<file path="config.mk">
export PLATFORM = sky130hd
export DESIGN_NAME = bapi_check
export DESIGN_NICKNAME = d
export VERILOG_FILES = /design/src/design/bapi_pkg.sv /design/src/design/bapi_check.sv
export SDC_FILE = /design/constraint.sdc
export NUM_CORES = 1
export LEC_CHECK = 0
export BUFFER_PORTS_ARGS = -buffer_cell sky130_fd_sc_hd__buf_4
export CAP_MARGIN = 30
export CORE_AREA = 2 2 39 41
export DETAILED_ROUTE_END_ITERATION = 16
export DIE_AREA = 0 0 41 43
export PLACE_DENSITY_LB_ADDON = 0.05
export RECOVER_POWER = 25
export REMOVE_ABC_BUFFERS = 1
export SLEW_MARGIN = 5
export SYNTH_ARGS = -nofsm -noshare
export SYNTH_HDL_FRONTEND = slang
export SYNTH_SLANG_ARGS = --single-unit
</file>
<file path="constraint.sdc">
create_clock -name vclk -period 9.25
set_input_delay 1.85 -clock vclk [all_inputs]
set_output_delay 1.85 -clock vclk [all_outputs]
set_load 0.01 [all_outputs]
</file>
<file path="src/design/bapi_pkg.sv">
// Shared command codes, status codes and helper functions for the process image.
`timescale 1ns / 1ps

package bapi_pkg;

    localparam int AREA_BYTES_DEF = 1024;

    localparam logic [3:0] CMD_RD_BIT   = 4'd0;
    localparam logic [3:0] CMD_RD_BYTE  = 4'd1;
    localparam logic [3:0] CMD_RD_WORD  = 4'd2;
    localparam logic [3:0] CMD_RD_DWORD = 4'd3;
    localparam logic [3:0] CMD_SET_BIT  = 4'd4;
    localparam logic [3:0] CMD_CLR_BIT  = 4'd5;
    localparam logic [3:0] CMD_TGL_BIT  = 4'd6;
    localparam logic [3:0] CMD_WR_BYTE  = 4'd7;
    localparam logic [3:0] CMD_WR_WORD  = 4'd8;
    localparam logic [3:0] CMD_WR_DWORD = 4'd9;

    localparam logic [1:0] STAT_OK   = 2'd0;
    localparam logic [1:0] STAT_BIT  = 2'd1;
    localparam logic [1:0] STAT_BYTE = 2'd2;
    localparam logic [1:0] STAT_AREA = 2'd3;

    localparam logic [1:0] AREA_BAD = 2'd3;

    typedef struct packed {
        logic [1:0] status;
        logic       go;
    } bapi_chk_t;

    function automatic logic [2:0] cmd_width(input logic [3:0] cmd);
        logic [2:0] w;
        case (cmd) inside
            CMD_RD_BIT, CMD_RD_BYTE, CMD_SET_BIT, CMD_CLR_BIT,
            CMD_TGL_BIT, CMD_WR_BYTE: w = 3'd1;
            CMD_RD_WORD, CMD_WR_WORD: w = 3'd2;
            CMD_RD_DWORD, CMD_WR_DWORD: w = 3'd4;
            default: w = 3'd0;
        endcase
        return w;
    endfunction

    function automatic logic cmd_is_write(input logic [3:0] cmd);
        return (cmd == CMD_SET_BIT) || (cmd == CMD_CLR_BIT) || (cmd == CMD_TGL_BIT) ||
               (cmd == CMD_WR_BYTE) || (cmd == CMD_WR_WORD) || (cmd == CMD_WR_DWORD);
    endfunction

endpackage

</file>
<file path="src/design/bapi_check.sv">
// Command checks in priority order and flat image address calculation.
`timescale 1ns / 1ps

module bapi_check
    import bapi_pkg::*;
#(
    parameter int AREA_BYTES = AREA_BYTES_DEF,
    parameter int ADDR_W     = 12
) (
    input  logic [3:0]        cmd,
    input  logic [1:0]        area,
    input  logic [15:0]       byte_addr,
    input  logic [3:0]        bit_addr,
    output bapi_chk_t         chk,
    output logic [ADDR_W-1:0] gaddr
);

    localparam logic [17:0] AREA_LIM = 18'(AREA_BYTES);

    logic [2:0]        width;
    logic [17:0]       end_addr;
    logic [ADDR_W-1:0] base;

    always_comb begin
        width    = cmd_width(cmd);
        end_addr = {2'b00, byte_addr} + {15'd0, width};
        chk      = '{status: STAT_OK, go: 1'b0};
        if (width != 3'd0) begin
            if (bit_addr > 4'd7) begin
                chk.status = STAT_BIT;
            end else if (end_addr > AREA_LIM) begin
                chk.status = STAT_BYTE;
            end else if (area == AREA_BAD) begin
                chk.status = STAT_AREA;
            end else begin
                chk.go = 1'b1;
            end
        end
    end

    always_comb begin
        case (area)
            2'd0:    base = '0;
            2'd1:    base = ADDR_W'(AREA_BYTES);
            default: base = ADDR_W'(2 * AREA_BYTES);
        endcase
        gaddr = base + ADDR_W'(byte_addr);
    end

endmodule

</file>
; ---- Word level (Yosys, flattened, before mapping)
; Cells that the tools add are included.
[totals]
word_cells = 32
regBits = 0
output_inout_bits = 15
in_bits = 26
[classes]
n_eq_ne = 11
n_lt_le_gt_ge = 2
addsub = 2
mux = 11
n_reduce_logical = 6
[op_table]
columns = operator, count
row1 = 12-bit one-hot mux with 2 select lines, 1
row2 = 16-bit by 3-bit adder with 17-bit output, 1
row3 = "17-bit by 11-bit > comparator with 1-bit output, second input constant", 1
row4 = "4-bit by 3-bit equality test with 1-bit output, second input constant", 4
row5 = 12-bit adder, 1
row6 = 3-bit two-way mux, 4
row7 = "4-bit by 2-bit equality test with 1-bit output, second input constant", 2
row8 = "4-bit equality test, second input constant", 2
row9 = 2-bit two-way mux, 3
row10 = 6-bit OR reduction, 1
row11 = "4-bit by 1-bit equality test with 1-bit output, second input constant", 1
row12 = "4-bit by 3-bit > comparator with 1-bit output, second input constant", 1
row13 = 4-bit logical NOT, 1
row14 = 2-bit OR reduction, 2
row15 = 1-bit two-way mux, 3
row16 = 3-bit nonzero test, 1
row17 = "2-bit by 1-bit equality test with 1-bit output, second input constant", 1
row18 = "2-bit equality test, second input constant", 1
row19 = 2-bit logical NOT, 1

; ---- Logic depth before layout (Yosys ltp)
[logic_depth]
depth_word = 10
depth_mapped = 10
depth_no_buf = 10

; ---- Least setup slack after synthesis
; Ideal clock, no wire load.
[synth_timing]
kind = input-to-output
startpoint = in cmd[2]
endpoint = out chk[0] (netlist bit)
path_buffers = 0
t_arrival_ns = 3.807
required_ns = 7.400
setup_slack_ns = 3.593
stages = 10
cell_sequence = inv_1 a21oi_1 ha_1 fa_1 a21oi_1 nor3b_1 xor2_1 nor4_4 a21o_1 and3b_1
[synth_rtl]
columns = item, line_no
row1 = start: declaration, bapi_check.sv:10  ; input logic [3:0] cmd,
row2 = end: declaration, bapi_check.sv:14  ; output bapi_chk_t chk,

==> summary.md <==
| Metric | Value |
|---|---|
| Status | finished clean |
| Resized cells post-CTS | 0 |
| Avg Cell Area, Syn | approximately 7.7 um^2 |
| Slew Viols, Final | 0 |
| Max-cap violations | 0 |
| Area contributors post-synth | buf_4 (13%), xnor2_1 (9.2%), ha_1 (8.8%), a21oi_1 (6.1%), nor2_1 (3.9%) |
| Hold_buf cts | 0 |
| HP Class | in2out |
| Xor/xnor share of the synthesized area | 10.7% |
| Max VDD drop | 19.7 uV |
| Largest net degree at the start of global routing | 9 |
| Final wirelength | 1290 um |
| Mapped cell area | 572 um^2 |
| Starting Density | 41.3% |
| Crit end category | output port |
| Global-route wire length before repair | 2010 um |
| Final hold violation count | 0 |
| F_max | 165 MHz |
| Sequential cell area | 0 um^2 |
| Top layer used by detailed routing | met3 |
| Req. time, crit path | between 7000 and 8000 ps |
| ANT cells | 0 |
| Hold worst-path end | gaddr[6] |
| M1 wire length | approximately 570 um |
| Worst slew pin tran | 399 ps |
| Post-Synth Simple-Gate Area | 36.3% |
| Metal2 WL | 647 um |
| Num rows | 14 |
| Compound-cell area share of the yosys netlist | 24.1% |
| Post-route clock period utilization | 65.4% |
| I/O pins | 41 |
| Area grow syn2layout | 37.4% |
| Synth cell types | 37 |
| Die X | 41 um |
| Vias in the first global route | 514 |
| Share of layout cells above drive strength 1 | 40.6% |
| Largest family of logic cells by synthesized area | simple AND/OR/NAND/NOR gates |
| HP Start | byte_addr[6] |
| Post-synthesis mux area share | 1.97% |
| Die height | 43 um |
| Initial antenna violation count | 0 |
| Final min period | between 6000 and 7000 ps |
| Syn Inst Count | 74 |
| Setup Crit Path Kind | in2out |
| Area leader, netlist | buf_4 |
| Routed vias | around 630 |
| Antenna Nets Post-Route | 0 |
| Place WS | 3190 ps |
| Crit start category | input pin |
| Final WS setup | 3200 ps |
| Die ar. | 0.00176 mm^2 |
| Overall Power | 36.5 uW |
| Slew headroom | 73.0% |
| Core area | 0.00138 mm^2 |
| Yosys warning total | 0 |
| Post-synthesis adder-cell area fraction | between 10% and 20% |
| Detailed-route DRC error count | 0 |
| GRT overflow | 0 |
| RSZ-0062 raised after global routing | false |
| Post-synthesis sequential area ratio | 0% |
| Setup TNS Final | 0 ps |
| IO Port Bufs | 38 |
| DR WL/cell | 11.0 um |
| Met3 WL | 72 um |
| Hold path depth | 2 |
| Gpl congestion | 0.791 |
| Static leakage | 0.000358 uW |
| Vias per inst | 5.41 |
| # clk buffers | 0 |
| Starting DRT DRC Count | 2 |
| Setup bufs post-CTS | 0 |
| Detailed placement HPWL | roughly 1100 um |
| Pwr Density | roughly 46 mW/mm^2 |
| Top-area cell type share of the netlist area | 13.1% |
| Worst EP arrival | 4200 ps |
| Drt pass-1 iters | 4 |
| Finish-stage setup viols | 0 |
| Max FO, Critical Path | 5 |
| Final Net Count | 134 |
| Gr usage total | 15.2% |
| Seq cells | 0 |
logic make-up (layout without fill, tap and decap cells):
| logic type | Yosys count | count (layout) |
|---|---|---|
| xor+xnor | 7 | 7 |
| mux | 1 | 1 |
| simple gates | 30 | 30 |
| fa+ha+maj | 5 | 5 |
| compound gates | 19 | 19 |
| buf+inv | 12 | 39 |
where the power goes:
part | switching, uW | total (uW) | internal (uW)
registers | 0 | 0 | 0
clock network | 0 | 0 | 0
logic | 17.5 | 36.5 | 19.0
total | 17.5 | 36.5 | 19.0
routing by layer:
metal,global-route usage (%),up-vias
met5,0,-
met4,0,0
met3,0,0
met2,25.9,14
met1,21.9,293
li1,-,326
critical path: stages:
cell and delay (ps):
buf_4 120, inv_1 50, a21oi_1 60, ha_1 240, fa_1 470, a21oi_1 380
nor3b_1 120, xor2_1 190, nor4_4 280, a21o_1 170, and3b_1 160, buf_4 110
how the worst max path moves through the flow:
stage	from	endpoint	slack, ps	cells past startpoint
after CTS	cmd[2]	chk[0]	3170	12
after detailed placement	cmd[2]	chk[0]	3190	12
after floorplan	cmd[2]	chk[0]	3590	10
final	cmd[2]	chk[0]	3200	12
after global placement	cmd[2]	chk[0]	3200	12
after global routing	cmd[2]	chk[0]	2940	12
per-stage QoR:
| stage | cell area, um^2 | util [%] | hold WS [ps] | std cells |
|---|---|---|---|---|
| after global placement | 797 | 57.6 | 3890 | 117 |
| after detailed placement | 797 | 57.6 | 3890 | 117 |
| after floorplan | 492 | - | 3700 | 63 |
| after global routing | 786 | 56.8 | 3920 | 117 |
| after CTS | 797 | 57.6 | 3890 | 117 |
| final | 786 | 56.8 | 3910 | 117 |
cells in the mapped netlist (2+ instances only):
master   instances
buf_4           10
o21ai_0          3
ha_1             4
nor3b_1          3
nor4_1           2
nand4_1          2
a21oi_1          7
nand2_1          3
nor2_1           6
xnor2_1          6
and3_1           2
area by class of cell:
| type | instances | area (um^2) |
|---|---|---|
| multi-input cells | 62 | 488 |
| well taps | 16 | 20.0 |
| fillers | 135 | 598 |
| repair buffers | 38 | 274 |
| inverters | 1 | 3.75 |
cells in the final DEF, fill, tap and decap left out, types with 2 or more instances in the layout:
cell type / n
buf_4: 35
a21oi_1: 7
xnor2_1: 6
nor2_1: 6
ha_1: 4
nor3b_1: 3
nand2_1: 3
o21ai_0: 3
clkbuf_1: 3
and3_1: 2
nor4_1: 2
nand4_1: 2
Power figures use the tool's default switching activity.
